### src/pcrs_pkg.sv
// Shared types and constants for the preamp control record scheduler.
// Used by the controller, the datapath and the top level.
package pcrs_pkg;

	localparam logic [1:0] FUNC_SET    = 2'd0;
	localparam logic [1:0] FUNC_ARM    = 2'd1;
	localparam logic [1:0] FUNC_FRAME  = 2'd2;
	localparam logic [1:0] FUNC_UNUSED = 2'd3;

	localparam logic [1:0] PARAM_PHANTOM = 2'd0;
	localparam logic [1:0] PARAM_PAD     = 2'd1;
	localparam logic [1:0] PARAM_SENS    = 2'd2;

	localparam logic [1:0] CFG_RESWEEP  = 2'd0;
	localparam logic [1:0] CFG_STRIDE   = 2'd1;
	localparam logic [1:0] CFG_SENS_MAX = 2'd2;

	localparam logic [7:0] DEF_SENS = 8'h20;
	localparam logic [7:0] BOOL_MAX = 8'h01;

	typedef struct packed {
		logic load;
		logic do_set;
		logic do_arm;
		logic scan_clr;
		logic scan_step;
		logic dirty_take;
		logic delay_dec;
		logic rep_step;
		logic rep_take;
		logic rep_end;
		logic silence;
		logic out_load;
	} cmd_t;

	typedef struct packed {
		logic [1:0] func;
		logic       active;
		logic       dirty_hit;
		logic       scan_last;
		logic       rep_pending;
		logic       delay_zero;
		logic       cursor_done;
		logic       cell_take;
	} sts_t;

endpackage

### src/pcrs_ctrl.sv
// Controller state machine of the preamp control record scheduler.
// Depends on pcrs_pkg for the command and status structs.
module pcrs_ctrl (
	input  logic              clk,
	input  logic              arst_n,
	input  logic              in_valid,
	output logic              in_ready,
	output logic              out_valid,
	input  logic              out_ready,
	input  pcrs_pkg::sts_t    sts,
	output pcrs_pkg::cmd_t    cmd
);
	import pcrs_pkg::*;

	localparam logic [2:0] S_IDLE  = 3'd0;
	localparam logic [2:0] S_EXEC  = 3'd1;
	localparam logic [2:0] S_DSCAN = 3'd2;
	localparam logic [2:0] S_REP   = 3'd3;
	localparam logic [2:0] S_RSCAN = 3'd4;
	localparam logic [2:0] S_SIL   = 3'd5;
	localparam logic [2:0] S_FIN   = 3'd6;

	logic [2:0] state_q;
	logic [2:0] state_nxt;
	logic       out_v_q;

	always_comb begin
		cmd       = '0;
		state_nxt = state_q;
		unique case (state_q)
			S_IDLE: begin
				if (in_valid) begin
					cmd.load  = 1'b1;
					state_nxt = S_EXEC;
				end
			end
			S_EXEC: begin
				state_nxt = S_FIN;
				case (sts.func)
					FUNC_SET: cmd.do_set = 1'b1;
					FUNC_ARM: cmd.do_arm = 1'b1;
					FUNC_FRAME: begin
						if (sts.active) begin
							cmd.scan_clr = 1'b1;
							state_nxt    = S_DSCAN;
						end
					end
					default: ;
				endcase
			end
			S_DSCAN: begin
				if (sts.dirty_hit) begin
					cmd.dirty_take = 1'b1;
					state_nxt      = S_FIN;
				end else if (sts.scan_last) begin
					state_nxt = S_REP;
				end else begin
					cmd.scan_step = 1'b1;
				end
			end
			S_REP: begin
				if (!sts.rep_pending) begin
					state_nxt = S_SIL;
				end else if (!sts.delay_zero) begin
					cmd.delay_dec = 1'b1;
					state_nxt     = S_FIN;
				end else begin
					state_nxt = S_RSCAN;
				end
			end
			S_RSCAN: begin
				if (sts.cursor_done) begin
					cmd.rep_end = 1'b1;
					state_nxt   = S_SIL;
				end else if (sts.cell_take) begin
					cmd.rep_take = 1'b1;
					state_nxt    = S_FIN;
				end else begin
					cmd.rep_step = 1'b1;
				end
			end
			S_SIL: begin
				cmd.silence = 1'b1;
				state_nxt   = S_FIN;
			end
			S_FIN: begin
				if (!out_v_q || out_ready) begin
					cmd.out_load = 1'b1;
					state_nxt    = S_IDLE;
				end
			end
			default: state_nxt = S_IDLE;
		endcase
	end

	always_ff @(posedge clk or negedge arst_n) begin
		if (!arst_n) begin
			state_q <= S_IDLE;
			out_v_q <= 1'b0;
		end else begin
			state_q <= state_nxt;
			if (cmd.out_load) begin
				out_v_q <= 1'b1;
			end else if (out_ready) begin
				out_v_q <= 1'b0;
			end
		end
	end

	assign in_ready  = (state_q == S_IDLE);
	assign out_valid = out_v_q;

endmodule

### src/pcrs_dp.sv
// Datapath of the preamp control record scheduler: cell table, replay state,
// silence counter and result registers. Depends on pcrs_pkg.
module pcrs_dp #(
	parameter int CHANNELS = 40
) (
	input  logic              clk,
	input  logic              arst_n,
	input  pcrs_pkg::cmd_t    cmd,
	output pcrs_pkg::sts_t    sts,
	input  logic              cfg_we,
	input  logic [1:0]        cfg_index,
	input  logic [31:0]       cfg_data,
	input  logic [1:0]        func,
	input  logic [7:0]        chan,
	input  logic [7:0]        param_sel,
	input  logic [7:0]        cell_value_in,
	input  logic [7:0]        scene_base_in,
	input  logic [7:0]        scene_width_in,
	output logic              emitted,
	output logic [5:0]        out_chan,
	output logic [1:0]        out_param,
	output logic [7:0]        out_value,
	output logic              status
);
	import pcrs_pkg::*;

	localparam int         NCELL = CHANNELS * 3;
	localparam int         IW    = $clog2(NCELL);
	localparam logic [8:0] CH9   = 9'(CHANNELS);

	logic [31:0] resweep_q;
	logic [7:0]  stride_q;
	logic [7:0]  sens_max_q;

	logic [1:0]  func_q;
	logic [7:0]  chan_q, psel_q, val_q, base_q, width_q;

	logic [7:0]       mem [NCELL];
	logic [7:0]       rdata_q;
	logic [NCELL-1:0] set_q;
	logic [NCELL-1:0] dirty_q;

	logic        ever_q;
	logic [5:0]  rfirst_q;
	logic [6:0]  rcnt_q;
	logic [6:0]  roff_q;
	logic [1:0]  rpar_q;
	logic [7:0]  rdelay_q;
	logic        ronly_q;
	logic [5:0]  afirst_q;
	logic [6:0]  acnt_q;
	logic [31:0] sil_q;

	logic [IW-1:0] sidx_q;
	logic [5:0]    schan_q;
	logic [1:0]    spar_q;

	logic       res_emit_q, res_status_q, res_mem_q;
	logic [5:0] res_chan_q;
	logic [1:0] res_par_q;
	logic [7:0] res_def_q;

	logic          is_bool, is_sens, value_ok, set_ok;
	logic [9:0]    set_k;
	logic [IW-1:0] set_i;
	logic          arm_ok;
	logic [8:0]    arm_sum, arm_cnt;
	logic [5:0]    rc;
	logic [7:0]    rk;
	logic [IW-1:0] rk_i;
	logic          have, rlast;
	logic [31:0]   sil_next;

	always_comb begin
		is_bool  = (psel_q == {6'd0, PARAM_PHANTOM}) || (psel_q == {6'd0, PARAM_PAD});
		is_sens  = (psel_q == {6'd0, PARAM_SENS});
		value_ok = (is_bool && (val_q <= BOOL_MAX)) || (is_sens && (val_q <= sens_max_q));
		set_ok   = ({1'b0, chan_q} < CH9) && value_ok;
		set_k    = {1'b0, chan_q, 1'b0} + {2'b0, chan_q} + {2'b0, psel_q};
		set_i    = set_k[IW-1:0];

		arm_ok  = (width_q != 8'd0) && ({1'b0, base_q} < CH9);
		arm_sum = {1'b0, base_q} + {1'b0, width_q};
		arm_cnt = (arm_sum > CH9) ? (CH9 - {1'b0, base_q}) : {1'b0, width_q};

		rc    = rfirst_q + roff_q[5:0];
		rk    = {1'b0, rc, 1'b0} + {2'b0, rc} + {6'b0, rpar_q};
		rk_i  = rk[IW-1:0];
		have  = set_q[rk_i];
		rlast = (roff_q == (rcnt_q - 7'd1)) && (rpar_q == PARAM_SENS);

		sil_next = sil_q + 32'd1;

		sts.func        = func_q;
		sts.active      = ever_q || (rcnt_q != 7'd0);
		sts.dirty_hit   = dirty_q[sidx_q];
		sts.scan_last   = (sidx_q == IW'(NCELL - 1));
		sts.rep_pending = (rcnt_q != 7'd0);
		sts.delay_zero  = (rdelay_q == 8'd0);
		sts.cursor_done = (roff_q >= rcnt_q);
		sts.cell_take   = !ronly_q || have;
	end

	// Cell value store; a replay may latch a cell whose set mark is down, but that value is not used in the record.
	always_ff @(posedge clk) begin
		if (cmd.do_set && set_ok) begin
			mem[set_i] <= val_q;
		end
		if (cmd.dirty_take) begin
			rdata_q <= mem[sidx_q];
		end else if (cmd.rep_take) begin
			rdata_q <= mem[rk_i];
		end
	end

	always_ff @(posedge clk) begin
		if (cmd.load) begin
			func_q  <= func;
			chan_q  <= chan;
			psel_q  <= param_sel;
			val_q   <= cell_value_in;
			base_q  <= scene_base_in;
			width_q <= scene_width_in;
		end
		if (cmd.load) begin
			res_emit_q   <= 1'b0;
			res_status_q <= 1'b0;
			res_mem_q    <= 1'b0;
			res_chan_q   <= 6'd0;
			res_par_q    <= 2'd0;
			res_def_q    <= 8'd0;
		end
		if (cmd.do_set) begin
			res_status_q <= !set_ok;
		end
		if (cmd.dirty_take) begin
			res_emit_q <= 1'b1;
			res_mem_q  <= 1'b1;
			res_chan_q <= schan_q;
			res_par_q  <= spar_q;
		end
		if (cmd.rep_take) begin
			res_emit_q <= 1'b1;
			res_mem_q  <= have;
			res_chan_q <= rc;
			res_par_q  <= rpar_q;
			res_def_q  <= (rpar_q == PARAM_SENS) ? DEF_SENS : 8'd0;
		end
		if (cmd.out_load) begin
			emitted   <= res_emit_q;
			out_chan  <= res_chan_q;
			out_param <= res_par_q;
			out_value <= !res_emit_q ? 8'd0 : (res_mem_q ? rdata_q : res_def_q);
			status    <= res_status_q;
		end
	end

	always_ff @(posedge clk or negedge arst_n) begin
		if (!arst_n) begin
			resweep_q  <= '0;
			stride_q   <= 8'd1;
			sens_max_q <= 8'd255;
			set_q      <= '0;
			dirty_q    <= '0;
			ever_q     <= 1'b0;
			rfirst_q   <= '0;
			rcnt_q     <= '0;
			roff_q     <= '0;
			rpar_q     <= '0;
			rdelay_q   <= '0;
			ronly_q    <= 1'b0;
			afirst_q   <= '0;
			acnt_q     <= '0;
			sil_q      <= '0;
			sidx_q     <= '0;
			schan_q    <= '0;
			spar_q     <= '0;
		end else begin
			if (cmd.do_set && set_ok) begin
				set_q[set_i]   <= 1'b1;
				dirty_q[set_i] <= 1'b1;
				ever_q         <= 1'b1;
			end
			if (cmd.do_arm && arm_ok) begin
				rfirst_q <= base_q[5:0];
				rcnt_q   <= arm_cnt[6:0];
				roff_q   <= '0;
				rpar_q   <= '0;
				rdelay_q <= '0;
				ronly_q  <= 1'b0;
				afirst_q <= base_q[5:0];
				acnt_q   <= arm_cnt[6:0];
				sil_q    <= '0;
			end
			if (cmd.scan_clr) begin
				sidx_q  <= '0;
				schan_q <= '0;
				spar_q  <= '0;
			end
			if (cmd.scan_step) begin
				sidx_q <= sidx_q + IW'(1);
				if (spar_q == PARAM_SENS) begin
					spar_q  <= PARAM_PHANTOM;
					schan_q <= schan_q + 6'd1;
				end else begin
					spar_q <= spar_q + 2'd1;
				end
			end
			if (cmd.dirty_take) begin
				dirty_q[sidx_q] <= 1'b0;
				sil_q           <= '0;
			end
			if (cmd.delay_dec) begin
				rdelay_q <= rdelay_q - 8'd1;
			end
			if (cmd.rep_step || cmd.rep_take) begin
				if (rpar_q == PARAM_SENS) begin
					rpar_q <= PARAM_PHANTOM;
					roff_q <= roff_q + 7'd1;
				end else begin
					rpar_q <= rpar_q + 2'd1;
				end
			end
			if (cmd.rep_take) begin
				sil_q <= '0;
				if (rlast) begin
					rcnt_q <= '0;
				end else begin
					rdelay_q <= (stride_q == 8'd0) ? 8'd0 : stride_q - 8'd1;
				end
			end
			if (cmd.rep_end) begin
				rcnt_q <= '0;
			end
			if (cmd.silence && (resweep_q != 32'd0) && (acnt_q != 7'd0)) begin
				if (sil_next >= resweep_q) begin
					sil_q    <= '0;
					rfirst_q <= afirst_q;
					rcnt_q   <= acnt_q;
					roff_q   <= '0;
					rpar_q   <= '0;
					rdelay_q <= '0;
					ronly_q  <= 1'b1;
				end else begin
					sil_q <= sil_next;
				end
			end
			if (cfg_we) begin
				unique case (cfg_index)
					CFG_RESWEEP: begin
						resweep_q <= cfg_data;
						sil_q     <= '0;
					end
					CFG_STRIDE:   stride_q   <= cfg_data[7:0];
					CFG_SENS_MAX: sens_max_q <= cfg_data[7:0];
					default: ;
				endcase
			end
		end
	end

endmodule

### src/preamp_control_record_scheduler.sv
// Preamp control record scheduler: keeps phantom, pad and sensitivity per
// channel and emits at most one control record per frame slot item. Set, arm
// and unknown items pass through the execute and finish states to the result,
// and the next item is taken once the controller is back in idle. A frame
// slot walks the dirty marks one cell per cycle and then, if a replay is due,
// steps the replay cursor one cell per cycle. The finished result sits in an
// output register, so the next item is taken while it waits.
module preamp_control_record_scheduler #(
	parameter int CHANNELS = 40
) (
	input  logic        clk,
	input  logic        arst_n,
	input  logic        in_valid,
	output logic        in_ready,
	input  logic [1:0]  func,
	input  logic [7:0]  chan,
	input  logic [7:0]  param_sel,
	input  logic [7:0]  cell_value_in,
	input  logic [7:0]  scene_base_in,
	input  logic [7:0]  scene_width_in,
	output logic        out_valid,
	input  logic        out_ready,
	output logic        emitted,
	output logic [5:0]  out_chan,
	output logic [1:0]  out_param,
	output logic [7:0]  out_value,
	output logic        status,
	input  logic        cfg_we,
	input  logic [1:0]  cfg_index,
	input  logic [31:0] cfg_data
);
	import pcrs_pkg::*;

	cmd_t cmd;
	sts_t sts;

	pcrs_ctrl u_ctrl (
		.clk       (clk),
		.arst_n    (arst_n),
		.in_valid  (in_valid),
		.in_ready  (in_ready),
		.out_valid (out_valid),
		.out_ready (out_ready),
		.sts       (sts),
		.cmd       (cmd)
	);

	pcrs_dp #(
		.CHANNELS (CHANNELS)
	) u_dp (
		.clk            (clk),
		.arst_n         (arst_n),
		.cmd            (cmd),
		.sts            (sts),
		.cfg_we         (cfg_we),
		.cfg_index      (cfg_index),
		.cfg_data       (cfg_data),
		.func           (func),
		.chan           (chan),
		.param_sel      (param_sel),
		.cell_value_in  (cell_value_in),
		.scene_base_in  (scene_base_in),
		.scene_width_in (scene_width_in),
		.emitted        (emitted),
		.out_chan       (out_chan),
		.out_param      (out_param),
		.out_value      (out_value),
		.status         (status)
	);

`ifndef NO_ASSERTIONS
	// A rejected set never carries a record.
	a_no_emit_on_reject: assert property (@(posedge clk) disable iff (!arst_n)
		out_valid |-> !(status && emitted))
		else $error("record emitted with reject status");

	// An emitted record names a real cell.
	a_record_in_range: assert property (@(posedge clk) disable iff (!arst_n)
		(out_valid && emitted) |-> ((out_param <= PARAM_SENS) && ({26'd0, out_chan} < CHANNELS)))
		else $error("emitted record out of range");

	// Only one item is in work at a time.
	a_one_item: assert property (@(posedge clk) disable iff (!arst_n)
		(in_valid && in_ready) |=> !in_ready)
		else $error("second item taken while busy");

	// A result is only produced after work, never straight from idle.
	a_load_after_work: assert property (@(posedge clk) disable iff (!arst_n)
		cmd.out_load |-> !in_ready)
		else $error("result loaded while idle");
`endif

endmodule

### config.mk
export PLATFORM = sky130hd
export DESIGN_NAME = preamp_control_record_scheduler
export DESIGN_NICKNAME = d
export VERILOG_FILES = /design/src/pcrs_pkg.sv /design/src/pcrs_ctrl.sv /design/src/pcrs_dp.sv /design/src/preamp_control_record_scheduler.sv
export SDC_FILE = /design/constraint.sdc
export NUM_CORES = 2
export LEC_CHECK = 0
export BUFFER_PORTS_ARGS = -buffer_cell sky130_fd_sc_hd__buf_2
export CAP_MARGIN = 5
export CORE_ASPECT_RATIO = 1.25
export CORE_MARGIN = 2
export CORE_UTILIZATION = 45
export CTS_CLUSTER_SIZE = 30
export DETAILED_ROUTE_END_ITERATION = 6
export PLACE_DENSITY = 0.59
export SYNTH_ARGS = -nofsm -noshare
export SYNTH_HDL_FRONTEND = slang
export SYNTH_SLANG_ARGS = --single-unit
### constraint.sdc
create_clock -name clk -period 6.1 [get_ports clk]
set_clock_uncertainty 0.1 [all_clocks]
set_input_delay 0.305 -clock clk [delete_from_list [all_inputs] [get_ports clk]]
set_output_delay 0.305 -clock clk [all_outputs]
set_load 0.05 [all_outputs]
==> impl_metrics.csv <==
group,metric,value,unit
clock_tree,root_buffer,"clkbuf_16",
layout,layout-drive-gt1-share,25.3,%
sta,fmax,0.171,GHz
pwr,p_leak,0.0279,uW
clock_tree,clock_path_buffers,3,
clock_tree,cts_tree,"done",
yosys,yosysUniqueCellTypes,96,
clock_tree,insertion_delay,0.82,ns
yosys,synth_compound_area_share,12.1,%
setup_path,cp_slowest_cell,"fa_4",
routing,dr_total_vias,47200,
place,portBuffers,100,
yosys,syn-cell-area,66700,um2
run_status,violations,"DRC",
place,dp_hpwl,166000,um
sta,setup_violations,0,
layout,areaGrowthSynthToFinish,15.0,%
pwr,power.density,517,nW/um2
sta,hold_viol,0,
setup_path,crit_type,"reg2reg",
floorplanning,die_area,151000,um2
routing,viasPerCell,6.83,
yosys,syn_nets,4702,
yosys,async_reset_ff_share,27.0,%
global_route,grt_max_degree,144,
routing,firstDrtPassIters,7,
sta,relSlewSlack,9.09,%
sta,min_period_over_period,96.0,%
yosys,yosys.area_share.xor_xnor,0.865,%
global_route,grt_util_met2,51.7,%
yosys,synth_edf_count,1039,
yosys,ys_dominant_reg_cell,"edfxtp_1",
clock_tree,cts_buffers,144,
floorplanning,core,148000,um2
routing,wl_per_cell,36.1,um
min_path,worstHoldPathType,"in2async",
global_route,grt_pass1_vias,46600,
floorplanning,rows,158,
global_route,met1_usage,39.2,%
yosys,synth_mux_area_share,13.7,%
routing,drt_iter0_drc,6501,
sta,holdWs,0.0722,ns
yosys,synthSimpleGateAreaFrac,7.53,%
routing,drcViolationCount,17,
yosys,synth.ff_latch_count,1424,
sta,tns,0,ns
yosys,yosysWarnings,0,
global_route,grt_use_met3,8.60,%
global_route,grt_busiest_layer,"met2",
run,cap_viol_max_count,0,
place,postPlaceCellArea,71000,um2
floorplanning,die_w,348,um
pwr,ir_drop,0.000395,V
setup_path,arrival,6.31,ns
global_route,overflow,0,
floorplanning,ioPinCount,101,
place,place_congestion,0.996,
yosys,seq_area_frac_synth,61.2,%
sta,max_slew.worst_pin.slew,1.35,ns
global_route,grt_pass1_wl,349000,um
sta,slew_violations,0,
run_status,status,"complete, but fails checks",
setup_path,cp-start-kind,"flip-flop",
routing,ant_nets,0,
setup_path,critical_path.max_stage_delay,0.85,ns
floorplanning,start_util,45.1,%
yosys,synth_cells,4526,
setup_path,worstPathRequired,6.55,ns
layout,nets,5036,
sta,rsz0062_at_grt,"false",
sta,finalCriticalPeriod,5.85,ns
setup_path,crit_chain,"ha_1, fa_1, fa_1, ha_4, inv_1, fa_4, buf_12, buf_6, clkinv_2, nand3_1, nand4_1, mux2_2, o22ai_1, buf_4, a31o_2, buf_4, nor2_1, a22o_1",
clock_tree,cts.sinks,1424,
clock_tree,htreeDepth,4,
setup_path,path_max_fanout,21,
routing,finalWirelength,249000,um
global_route,antenna_found_initial,22,
yosys,synth_fa_ha_area_share,1.89,%
yosys,syn_avg_cell_area,14.7,um2
clock_tree,cts.clk_slew.worst_paths,0.06,ns
floorplanning,die_h,434,um
setup_path,critPathCaptureType,"flip-flop",
global_route,grt_usage,32.8,%
layout,stdcell_area,76700,um2
yosys,synth_top_family_by_area,"multiplexers",
## cell usage in the layout (no fill, tap or decap), drive strengths merged, types with 63 or more instances in the layout
cell            n
dlygate4sd3    77
a221oi         82
edfxtp       1039
or2           131
a22oi         264
a22o           79
clkbuf        189
inv            92
nand3         108
ha             85
buf           415
nand2         227
mux2           86
dfrtp         375
nor2          271
o22a           63
o21ai         123
mux4          333
a21oi          86
## area by class of cell
cell class / count / area (um2)
multi-input combinational: 2708 / 24300
inverter: 89 / 335
tap: 1920 / 2400
antenna: 10 / 25.0
fill: 12200 / 71100
sequential: 1424 / 40900
timing repair buffer: 493 / 3940
clock buffer: 188 / 4000
clock inverter: 79 / 875
## final timing paths
kind / start / endpoint / slack (ns) / cells after the start
max: u_dp.roff_q[0] / u_dp.res_chan_q[0] / 0.25 / 18
min: arst_n / u_dp.set_q[111] / 0.07 / 2
max reg2reg: u_dp.roff_q[0] / u_dp.res_chan_q[0] / 0.25 / 18
min reg2reg: u_dp.res_chan_q[3] / u_dp.out_chan[3] / 0.32 / 0
max in group asynchronous: arst_n / u_dp.resweep_q[21] / 4.39 / 3
min in group clk: cfg_index[0] / u_dp.resweep_q[6] / 0.10 / 5
## cell usage after synthesis, drive strengths merged, types with 37 or more instances
| master | instances | area share [%] |
|---|---|---|
| a21oi | 86 | 0.65 |
| a221oi | 82 | 1.1 |
| a22o | 79 | 1.0 |
| a22oi | 264 | 3.0 |
| a2bb2oi | 60 | 0.79 |
| and3 | 37 | 0.35 |
| buf | 154 | 1.3 |
| clkbuf | 151 | 0.85 |
| dfrtp | 375 | 14 |
| edfxtp | 1039 | 47 |
| ha | 85 | 1.6 |
| inv | 86 | 0.48 |
| mux2 | 86 | 1.5 |
| mux2i | 62 | 0.93 |
| mux4 | 333 | 11 |
| nand2 | 227 | 1.3 |
| nand3 | 108 | 0.81 |
| nand4 | 48 | 0.45 |
| nor2 | 271 | 1.5 |
| nor3 | 39 | 0.32 |
| o21ai | 123 | 0.92 |
| o22a | 63 | 0.83 |
| or2 | 131 | 1.2 |
| xnor2 | 48 | 0.64 |
## registers in the layout (all words and copies together), names as in the netlist, 32 cells and up
name            cells
u_dp.mem          960
u_dp.dirty_q      120
u_dp.set_q        120
u_dp.resweep_q     32
u_dp.sil_q         32
## report_power, final
group,leakage [uW],internal [uW],switching [uW]
clock,0.00237,5260,3940
sequential,0.0146,11000,446
combinational,0.0109,7320,11700
total,0.0279,23600,16100
## through the flow
stage	total power, uW	worst slack, ns	util, %	cells
floorplan	22800	0.708	-	4526
global placement	29900	-0.216	48.0	6551
detailed placement	30000	-0.350	48.0	6553
CTS	39200	0.0546	51.8	6898
global route	40400	0.104	51.9	6905
finish	39700	0.246	51.9	6911
## logic make-up (layout without fill, tap and decap cells)
family,Yosys count,count (layout)
xor+xnor,65,65
mux,481,481
buf+inv,394,849
other cells,0,10
flops,1424,1424
fa+ha+maj,95,95
simple gates,1007,1007
compound gates,1060,1060
## critical path, delay by kind of cell (launching register included)
family                   cells  cell delay (ns)
AND/OR/NAND/NOR              3             0.41
AO/OA/AOI/OAI                3             0.77
adder cells (fa/ha/maj)      5             2.34
flip-flops                   1             0.44
buffers and inverters        6             1.18
multiplexers                 1             0.34
## what timing repair did
| item | 4_1_cts | 5_1_grt |
|---|---|---|
| cloned | 0 | 0 |
| hold buffers | 77 | 0 |
| pin swaps | 1 | 1 |
| buffers inserted | 1 | 2 |
| endpoints found under the hold margin | 179 | 0 |
| setup endpoints to repair | 63 | 59 |
| gates resized for setup | 3 | 2 |
## layer usage
layer  vias up  routed length (um)
met3       853               26000
li1      19000                   -
met5         -                 256
met1     24100               86500
met4        28               20700
met2      3253              116000
Power figures use the tool's default switching activity.
